==> src/rtl/multi_channel_timeout_timer_bank_assert.svh <==
// Assertion macros for the timeout timer bank
`ifndef MULTI_CHANNEL_TIMEOUT_TIMER_BANK_ASSERT_SVH
`define MULTI_CHANNEL_TIMEOUT_TIMER_BANK_ASSERT_SVH

`ifndef SYNTHESIS
`define MCTT_ASSERT(label, prop, msg) \
    label: assert property (@(posedge clk) disable iff (!rst_n) (prop)) else $error(msg);
`define MCTT_ASSERT_NEXT(label, ante, cons, msg) \
    label: assert property (@(posedge clk) disable iff (!rst_n) (ante) |=> (cons)) \
        else $error(msg);
`else
`define MCTT_ASSERT(label, prop, msg)
`define MCTT_ASSERT_NEXT(label, ante, cons, msg)
`endif

`endif

==> src/rtl/mctt_pkg.sv <==
// Shared constants and types for the timeout timer bank
package mctt_pkg;

    localparam int NUM_TIMERS_DEF  = 7;
    localparam int COUNT_WIDTH_DEF = 16;

    localparam int REQ_W    = 3;
    localparam int ID_W     = 3;
    localparam int PERIOD_W = 16;
    localparam int MASK_W   = 7;

    typedef enum logic [REQ_W-1:0] {
        REQ_START = 3'd0,
        REQ_STOP  = 3'd1,
        REQ_TICK  = 3'd2,
        REQ_CHECK = 3'd3,
        REQ_CLEAR = 3'd4
    } req_kind_t;

endpackage

==> src/rtl/mctt_if.sv <==
// Request and response channel interfaces for the timeout timer bank
interface mctt_req_if;
    import mctt_pkg::*;

    logic                valid;
    logic                ready;
    logic [REQ_W-1:0]    req_type;
    logic [ID_W-1:0]     timer_id;
    logic [PERIOD_W-1:0] period_ms;
    logic                has_handler;

    modport source (output valid, req_type, timer_id, period_ms, has_handler, input ready);
    modport sink   (input valid, req_type, timer_id, period_ms, has_handler, output ready);
endinterface

interface mctt_rsp_if;
    import mctt_pkg::*;

    logic              valid;
    logic              ready;
    logic [MASK_W-1:0] expired_mask;
    logic [MASK_W-1:0] notify_mask;
    logic [MASK_W-1:0] running_mask;

    modport source (output valid, expired_mask, notify_mask, running_mask, input ready);
    modport sink   (input valid, expired_mask, notify_mask, running_mask, output ready);
endinterface

==> src/rtl/multi_channel_timeout_timer_bank.sv <==
// Bank of one-shot timeout timers driven by a request stream
//
//   channel  direction  beat contents
//   req      in         req_type, timer_id, period_ms, has_handler
//   rsp      out        expired_mask, notify_mask, running_mask
//
// One request per cycle sustained while rsp is ready; each request yields one response beat.
// A request passes through the input register, then the response register.
// All timers update in parallel in the single stage between the two registers.
// Reset clears every timer and handler flag at once; no clearing pass.
// A stalled response holds the request register; req accepts again as rsp drains.
module multi_channel_timeout_timer_bank #(
    parameter int NUM_TIMERS  = mctt_pkg::NUM_TIMERS_DEF,
    parameter int COUNT_WIDTH = mctt_pkg::COUNT_WIDTH_DEF
) (
    input  logic              clk,
    input  logic              rst_n,
    mctt_req_if.sink          req,
    mctt_rsp_if.source        rsp
);
    import mctt_pkg::*;

`include "multi_channel_timeout_timer_bank_assert.svh"

    logic                req_valid_reg, req_valid_next;
    logic [REQ_W-1:0]    req_type_reg;
    logic [ID_W-1:0]     timer_id_reg;
    logic [PERIOD_W-1:0] period_ms_reg;
    logic                has_handler_reg;

    logic [NUM_TIMERS-1:0]  armed_reg, armed_next;
    logic [NUM_TIMERS-1:0]  handler_reg, handler_next;
    logic [COUNT_WIDTH-1:0] count_reg [NUM_TIMERS];
    logic [COUNT_WIDTH-1:0] count_next [NUM_TIMERS];
    logic [COUNT_WIDTH-1:0] period_reg [NUM_TIMERS];
    logic [COUNT_WIDTH-1:0] period_next [NUM_TIMERS];

    logic                  out_valid_reg, out_valid_next;
    logic [NUM_TIMERS-1:0] expired_reg, expired_next;
    logic [NUM_TIMERS-1:0] notify_reg, notify_next;
    logic [NUM_TIMERS-1:0] running_reg;
    logic [NUM_TIMERS-1:0] sel;
    logic [NUM_TIMERS-1:0] over_period;
    logic                  proc;

    assign proc      = req_valid_reg && (!out_valid_reg || rsp.ready);
    assign req.ready = !req_valid_reg || proc;
    assign rsp.valid = out_valid_reg;

    always_comb
    begin
        req_valid_next = req.ready ? req.valid : req_valid_reg;
        out_valid_next = proc ? 1'b1 : (rsp.ready ? 1'b0 : out_valid_reg);
    end

    always_comb
    begin
        for (int i = 0; i < NUM_TIMERS; i++)
        begin
            sel[i]         = (32'(timer_id_reg) == i);
            over_period[i] = armed_reg[i] && (count_reg[i] > period_reg[i]);
        end
    end

    always_comb
    begin
        armed_next   = armed_reg;
        handler_next = handler_reg;
        count_next   = count_reg;
        period_next  = period_reg;
        expired_next = '0;
        notify_next  = '0;
        if (proc)
        begin
            unique case (req_kind_t'(req_type_reg))
                REQ_START:
                begin
                    for (int i = 0; i < NUM_TIMERS; i++)
                    begin
                        if (sel[i] && !armed_reg[i])
                        begin
                            armed_next[i]   = 1'b1;
                            handler_next[i] = has_handler_reg;
                            count_next[i]   = '0;
                            period_next[i]  = COUNT_WIDTH'(period_ms_reg);
                        end
                    end
                end
                REQ_STOP:
                begin
                    for (int i = 0; i < NUM_TIMERS; i++)
                    begin
                        if (sel[i] && armed_reg[i])
                        begin
                            armed_next[i] = 1'b0;
                            count_next[i] = '0;
                        end
                    end
                end
                REQ_TICK:
                begin
                    for (int i = 0; i < NUM_TIMERS; i++)
                    begin
                        if (armed_reg[i] && (count_reg[i] < period_reg[i]))
                        begin
                            count_next[i] = count_reg[i] + COUNT_WIDTH'(1);
                        end
                    end
                end
                REQ_CHECK:
                begin
                    for (int i = 0; i < NUM_TIMERS; i++)
                    begin
                        if (armed_reg[i] && (count_reg[i] >= period_reg[i]))
                        begin
                            armed_next[i]   = 1'b0;
                            count_next[i]   = '0;
                            expired_next[i] = 1'b1;
                            notify_next[i]  = handler_reg[i];
                        end
                    end
                end
                REQ_CLEAR:
                begin
                    armed_next   = '0;
                    handler_next = '0;
                    for (int i = 0; i < NUM_TIMERS; i++)
                    begin
                        count_next[i] = '0;
                    end
                end
                default:
                begin
                end
            endcase
        end
    end

    always_ff @(posedge clk or negedge rst_n)
    begin
        if (!rst_n)
        begin
            req_valid_reg <= 1'b0;
            out_valid_reg <= 1'b0;
            armed_reg     <= '0;
            handler_reg   <= '0;
            for (int i = 0; i < NUM_TIMERS; i++)
            begin
                count_reg[i] <= '0;
            end
        end
        else
        begin
            req_valid_reg <= req_valid_next;
            out_valid_reg <= out_valid_next;
            armed_reg     <= armed_next;
            handler_reg   <= handler_next;
            count_reg     <= count_next;
        end
    end

    always_ff @(posedge clk)
    begin
        period_reg <= period_next;
        if (req.valid && req.ready)
        begin
            req_type_reg    <= req.req_type;
            timer_id_reg    <= req.timer_id;
            period_ms_reg   <= req.period_ms;
            has_handler_reg <= req.has_handler;
        end
        if (proc)
        begin
            expired_reg <= expired_next;
            notify_reg  <= notify_next;
            running_reg <= armed_next;
        end
    end

    for (genvar j = 0; j < MASK_W; j++)
    begin : g_mask
        if (j < NUM_TIMERS)
        begin : g_live
            assign rsp.expired_mask[j] = expired_reg[j];
            assign rsp.notify_mask[j]  = notify_reg[j];
            assign rsp.running_mask[j] = running_reg[j];
        end
        else
        begin : g_pad
            assign rsp.expired_mask[j] = 1'b0;
            assign rsp.notify_mask[j]  = 1'b0;
            assign rsp.running_mask[j] = 1'b0;
        end
    end

    `MCTT_ASSERT(a_notify_in_expired, !out_valid_reg || ((notify_reg & ~expired_reg) == '0), "notify set for timer that did not expire")
    `MCTT_ASSERT(a_expired_not_running, !out_valid_reg || ((expired_reg & running_reg) == '0), "expired timer still running")
    `MCTT_ASSERT(a_count_bounded, over_period == '0, "armed timer count above its period")
    `MCTT_ASSERT_NEXT(a_expire_only_on_check, proc && (req_type_reg != REQ_CHECK), expired_reg == '0, "expiry reported outside a check")
    `MCTT_ASSERT_NEXT(a_proc_gives_beat, proc, out_valid_reg, "processed request produced no response beat")

endmodule

==> src/flat_wrapper.sv <==
// flat-port wrapper written by rule: the top's interface ports become plain ports
module multi_channel_timeout_timer_bank_flat import mctt_pkg::*;
#(
    parameter int NUM_TIMERS  = mctt_pkg::NUM_TIMERS_DEF,
    parameter int COUNT_WIDTH = mctt_pkg::COUNT_WIDTH_DEF
)
  (clk, rst_n, req_valid, req_req_type, req_timer_id, req_period_ms, req_has_handler, req_ready, rsp_valid, rsp_expired_mask, rsp_notify_mask, rsp_running_mask, rsp_ready);
  mctt_req_if req_i ();
  mctt_rsp_if rsp_i ();
  input  logic clk;
  input  logic rst_n;
  input wire logic [$bits(req_i.valid)-1:0] req_valid;
  input wire logic [$bits(req_i.req_type)-1:0] req_req_type;
  input wire logic [$bits(req_i.timer_id)-1:0] req_timer_id;
  input wire logic [$bits(req_i.period_ms)-1:0] req_period_ms;
  input wire logic [$bits(req_i.has_handler)-1:0] req_has_handler;
  output wire logic [$bits(req_i.ready)-1:0] req_ready;
  output wire logic [$bits(rsp_i.valid)-1:0] rsp_valid;
  output wire logic [$bits(rsp_i.expired_mask)-1:0] rsp_expired_mask;
  output wire logic [$bits(rsp_i.notify_mask)-1:0] rsp_notify_mask;
  output wire logic [$bits(rsp_i.running_mask)-1:0] rsp_running_mask;
  input wire logic [$bits(rsp_i.ready)-1:0] rsp_ready;
  assign req_i.valid = req_valid;
  assign req_i.req_type = req_req_type;
  assign req_i.timer_id = req_timer_id;
  assign req_i.period_ms = req_period_ms;
  assign req_i.has_handler = req_has_handler;
  assign req_ready = req_i.ready;
  assign rsp_valid = rsp_i.valid;
  assign rsp_expired_mask = rsp_i.expired_mask;
  assign rsp_notify_mask = rsp_i.notify_mask;
  assign rsp_running_mask = rsp_i.running_mask;
  assign rsp_i.ready = rsp_ready;
  multi_channel_timeout_timer_bank #(.NUM_TIMERS(NUM_TIMERS), .COUNT_WIDTH(COUNT_WIDTH)) u_core (.clk(clk), .rst_n(rst_n), .req(req_i), .rsp(rsp_i));
endmodule
==> config.mk <==
export PLATFORM = sky130hd
export DESIGN_NAME = multi_channel_timeout_timer_bank_flat
export DESIGN_NICKNAME = d
export VERILOG_FILES = /design/src/rtl/mctt_pkg.sv /design/src/rtl/mctt_if.sv /design/src/rtl/multi_channel_timeout_timer_bank.sv /design/src/flat_wrapper.sv
export VERILOG_INCLUDE_DIRS = /design/src /design/src/rtl
export SDC_FILE = /design/constraint.sdc
export NUM_CORES = 1
export LEC_CHECK = 0
export BUFFER_PORTS_ARGS = -buffer_cell sky130_fd_sc_hd__buf_4
export CORE_UTILIZATION = 60
export DETAILED_ROUTE_END_ITERATION = 10
export PLACE_DENSITY = 0.77
export SLEW_MARGIN = 20
export SYNTH_ARGS = -nofsm -noshare
export SYNTH_HDL_FRONTEND = slang
export SYNTH_SLANG_ARGS = --single-unit
export TNS_END_PERCENT = 100
==> constraint.sdc <==
create_clock -name clk -period 3.44 [get_ports clk]
set_clock_uncertainty 0.15 [all_clocks]
set_input_delay 0.344 -clock clk [delete_from_list [all_inputs] [get_ports clk]]
set_output_delay 0.344 -clock clk [all_outputs]
set_load 0.05 [all_outputs]
Yosys cells after proc, flatten, opt, wreduce, memory -nomap -nowiden
Index checks and enable logic that the tools add are counted.

Bits in registers: 284. Word-level logic and storage cells: 239. Output and inout bits: 23. Bits of input ports: 27.

Muxes and demuxes: 69. $lt $le $gt $ge: 14. Reductions and logical operators: 74. Equality and inequality tests: 38. Add/subtract/negate cells: 7.

Operators with widths (count): 112-bit case mux with 5 select lines (1); 16-bit 2-to-1 mux (28); 16-bit by 1-bit adder with 16-bit output (second input constant) (7); 16-bit greater-or-equal comparator (7); 16-bit less-than comparator (7); 2-bit by 1-bit != test with 1-bit output (second input constant) (28); 3-bit AND reduction (14); 6-bit AND reduction (7); 1-bit 2-to-1 mux (37); 1-bit logical AND (30); 7-bit case mux with 4 select lines (1); 7-bit case mux with 2 select lines (1); 2-bit AND reduction (7); 3-bit by 2-bit equality test with 1-bit output (second input constant) (4); 3-bit equality test (second input constant) (4); 1-bit logical NOT (9); 7-bit 2-to-1 mux (1); 3-bit by 1-bit equality test with 1-bit output (second input constant) (2); 3-bit logical NOT (2); 5-bit nonzero test (1); 2-bit nonzero test (2); 1-bit logical OR (2).

Longest topological paths before layout
Depth after elaboration: 5. Mapped depth: 11.

Worst setup path after synthesis
OpenSTA, ideal clock, no wires.

Path type: register -> register. From: register u_core.out_valid_reg, in the netlist u_core.rsp.valid. To: register u_core.period_reg[0] (netlist bit), enable pin. Path slack: -0.067 ns. Setup time: 0.409 ns. Buffers on the path: 0. Arrival time: 2.948 ns. Data required time: 2.881 ns. Cell stages (with the launch flop): 7. Path through: dfrtp_1 nand2b_1 nand2_1 inv_1 nand3_1 nand2_1 nor3_1.

Cells in the longest elaborated chain, start to end: 4.

RTL lines: start, declared (RTL line multi_channel_timeout_timer_bank.sv:38) `logic out_valid_reg, out_valid_next;`; start signal, assigned (RTL line multi_channel_timeout_timer_bank.sv:155) `out_valid_reg <= out_valid_next;`; 1-bit logical NOT (RTL line multi_channel_timeout_timer_bank.sv:46) `assign proc = req_valid_reg && (!out_valid_reg || rsp.ready);`; 1-bit logical OR (RTL line multi_channel_timeout_timer_bank.sv:46); 1-bit logical AND (RTL line multi_channel_timeout_timer_bank.sv:46); 3-bit AND reduction (no line); end signal, assigned (RTL line multi_channel_timeout_timer_bank.sv:164) `period_reg <= period_next;`; end, declared (RTL line multi_channel_timeout_timer_bank.sv:35) `logic [COUNT_WIDTH-1:0] period_reg [NUM_TIMERS];`.

Every way passes these cells. A chain may end at the register's enable or synchronous reset.

Final worst setup path
From: register u_core.count_reg[109] (netlist bit). To: register u_core.count_reg[105] (netlist bit).

Cells in the longest elaborated chain, start to end: 4. Elaborated cells on any way between the ends: 7. Classes of those cells: order compare (2); eq/ne (2); reduce/logical (3).

RTL lines: start, declared (RTL line multi_channel_timeout_timer_bank.sv:33) `logic [COUNT_WIDTH-1:0] count_reg [NUM_TIMERS];`; start signal, assigned (RTL line multi_channel_timeout_timer_bank.sv:158) `count_reg <= count_next;`; 16-bit greater-or-equal comparator / 16-bit less-than comparator (equally long branches) (RTL line multi_channel_timeout_timer_bank.sv:114, multi_channel_timeout_timer_bank.sv:104); 1-bit logical AND (on tied branches) (RTL line multi_channel_timeout_timer_bank.sv:114, multi_channel_timeout_timer_bank.sv:104); 2-bit by 1-bit != test with 1-bit output (no line); 6-bit AND reduction (no line) *.

Every way passes the cells marked *; elsewhere a longest branch is shown, timed or not.

==> metrics.md <==
| Metric | Value |
|---|---|
| Row Count | 57 |
| Post-synthesis register bit count | 284 |
| Cell with the most instances after synthesis | edfxtp_1 |
| Root buffer cell | clkbuf_16 |
| Clock Sinks | 284 |
| First-pass GRT wire length | 58,600 um |
| Gpl congestion | 0.903 |
| Syn_nets | 1,588 |
| CP top delay family | compound AO/OA/AOI/OAI gates |
| Worst-Skew Late Latency | 0.56 ns |
| TritonCTS buffer count | 29 |
| Clock Tree Buf Depth | 3 |
| Kind of critical path | flip-flop to flip-flop |
| Number of diodes | 0 |
| Die area | 25,800 sq um |
| # IOs | 50 |
| Crit share post-route | 85.7% |
| Layout cell share with drive strength beyond 1 | 9.96% |
| Clock transition at path regs | 0.06 ns |
| Min cycle time layout | 2.95 ns |
| Final setup violation count | 0 |
| CP Cell Sequence | ha_1 > nand4_1 > nor4_1 > o211ai_1 > a31oi_1 > o221a_1 > buf_4 > a21boi_1 > mux2i_1 |
| CORE AREA | 24,500 sq um |
| Synth area leaders | edfxtp_1 (31%), dfrtp_1 (21%), ha_1 (9.9%) |
| PD cells | 463 nW/um^2 |
| PostCTS Resize Cnt | 0 |
| Post-synth top cells | edfxtp_1 (156), inv_1 (143), dfrtp_1 (128), nand2_1 (128), ha_1 (119) |
| Synth warn | 0 |
| Cell area after synthesis | 15,100 sq um |
| Final Hold Viols | 0 |
| Worst hold slack | 0.288 ns |
| Max-Cap Viols | 0 |
| Synth top area share | 31.0% |
| RSZ-0062 raised after global routing | no |
| WP data arrival | 3.24 ns |
| Antenna violations before repair | 2 |
| Avg Inst Size Synth | 10.5 sq um |
| NumNets Final | 1,669 |
| Drt first pass iters | 6 |
| Slowest CP cell | dfrtp_1 |
| CP max FO | 18 |
| Vias in the first global route | 11,000 |
| Final ANT Viol Nets | 0 |
| HPWL after detailed placement | 24,300 um |
| Worst-margin pin slew | 0.884 ns |
| Post-synth EDFFs | 156 |
| Filler Cells Inserted | 1,822 |
| Hold WC Path Type | input pin to async pin |
| Peak Freq | 0.339 GHz |
| Die width | 161 um |
| Clock H-tree levels | 1 |
| Max Transition Viols Final | 0 |
| Total number of vias | 11,700 |
| Ys async rst share | 45.1% |
| Drt drc | 0 |
| GRT overflow | 0 |
| Worst setup SP type | flip-flop |
| Critical Path Sink Type | flip-flop |
| Mapped Cells | 1,442 |
| Peak supply drop | 437 uV |
| Slew headroom | 40.7% |
| Worst path bufs/invs | 1 |
| Area Growth Syn to Fin | 13.0% |
| Total GRT Usage | 29.0% |
| Static Leak | 0.00735 uW |
| Vias per cell | 6.24 |
| Synth cell types | 82 |
| Initial drt markers | 1,275 |
| Crit path required time | 3.73 ns |
| Final instance area | 17,100 sq um |
| Slowest stage delay, CP | 0.46 ns |
| Predominant post-synthesis flop cell | edfxtp_1 |
| Starting Density | 61.6% |
| Total routed wirelength | 37,000 um |
| Largest net degree at the start of global routing | 82 |
| Post-DP Area | 15,800 sq um |
| Synth area leader | edfxtp_1 |
| Wire length per cell | 19.8 um |
| Post-synthesis sequential area ratio | 52.2% |
| CTS tree | done |
| Status | finished, final reports clean |
| Number of port buffers | 49 |
| Die height | 161 um |
==> repair_timing <==
item / in CTS / in global routing
hold buffers: 27 / 0
setup buffers: 0 / 0
hold endpoints to repair: 105 / 0
endpoints found under the setup margin: 0 / 0
==> cells by family after synthesis <==
kind of cell    share of synthesized area (%)
compound gates                           16.5
mux                                      1.17
fa+ha+maj                                9.86
simple gates                             15.0
flops                                    52.2
buf+inv                                  5.19
==> cell usage in the layout (no fill, tap or decap), types with 5 or more instances in the layout <==
cell type / count
mux2i_1: 12
mux2_2: 5
o21a_1: 18
o211ai_1: 16
dfrtp_1: 128
buf_4: 68
nand2_1: 128
nor3_2: 6
or3_1: 5
a41oi_1: 9
inv_1: 143
clkinv_1: 7
nor3_1: 16
clkbuf_16: 29
a21oi_1: 106
o22a_1: 14
o21ai_0: 80
and3_1: 47
nor2b_1: 14
nor4_1: 10
nand4_1: 42
and2_1: 11
dlygate4sd3_1: 27
nand2b_1: 11
ha_1: 119
o21ai_1: 39
nor2_1: 75
nand3_1: 37
a21o_1: 13
edfxtp_1: 156
o21ba_1: 6
a31oi_1: 42
==> per-layer routing <==
layer,vias to the layer above,track usage [%],routed length [um]
met1,5653,40.4,15600
met4,0,9.13,1140
met2,485,47.9,17500
met5,-,0,0
li1,5466,-,-
met3,72,3.38,2760
==> final cells by class <==
type / count / area, sq um / share of cell area, %
flip-flops and latches: 284 / 7890 / 46.2
multi-input cells: 967 / 6470 / 37.9
repair buffers: 97 / 812 / 4.76
clock buffers: 35 / 768 / 4.50
inverters: 144 / 541 / 3.17
well taps: 324 / 405 / 2.38
clock inverters: 19 / 186 / 1.09
==> final timing paths <==
kind                                        from  depth (start not counted)                       to  slack [ns]
max                        u_core.count_reg[109]                          9    u_core.count_reg[105]        0.49
min                                        rst_n                          2     u_core.count_reg[17]        0.29
max reg2reg                u_core.count_reg[109]                          9    u_core.count_reg[105]        0.49
min reg2reg                u_core.count_reg[111]                          1    u_core.count_reg[111]        0.36
max in group asynchronous                  rst_n                          3     u_core.count_reg[64]        2.09
min in group clk                req_period_ms[3]                          2  u_core.period_ms_reg[3]        0.34
==> where the power goes <==
part	internal, uW	total [uW]	switching, uW
Clock	1820	3140	1320
Sequential	3760	4010	242
Combinational	293	750	457
Total	5870	7890	2020
==> per-stage QoR <==
stage               setup WS (ns)  power (uW)  setup TNS, ns  util, %  instances
floorplan                 -0.0669        4470          -4.65        -       1442
global placement            0.620        4740              0     64.6       1789
detailed placement          0.600        4780              0     64.6       1789
CTS                         0.531        7920              0     69.6       1870
global route                0.238        8170              0     69.6       1870
finish                      0.491        7890              0     69.6       1870
Note: power is estimated with default switching activity, not from simulation.
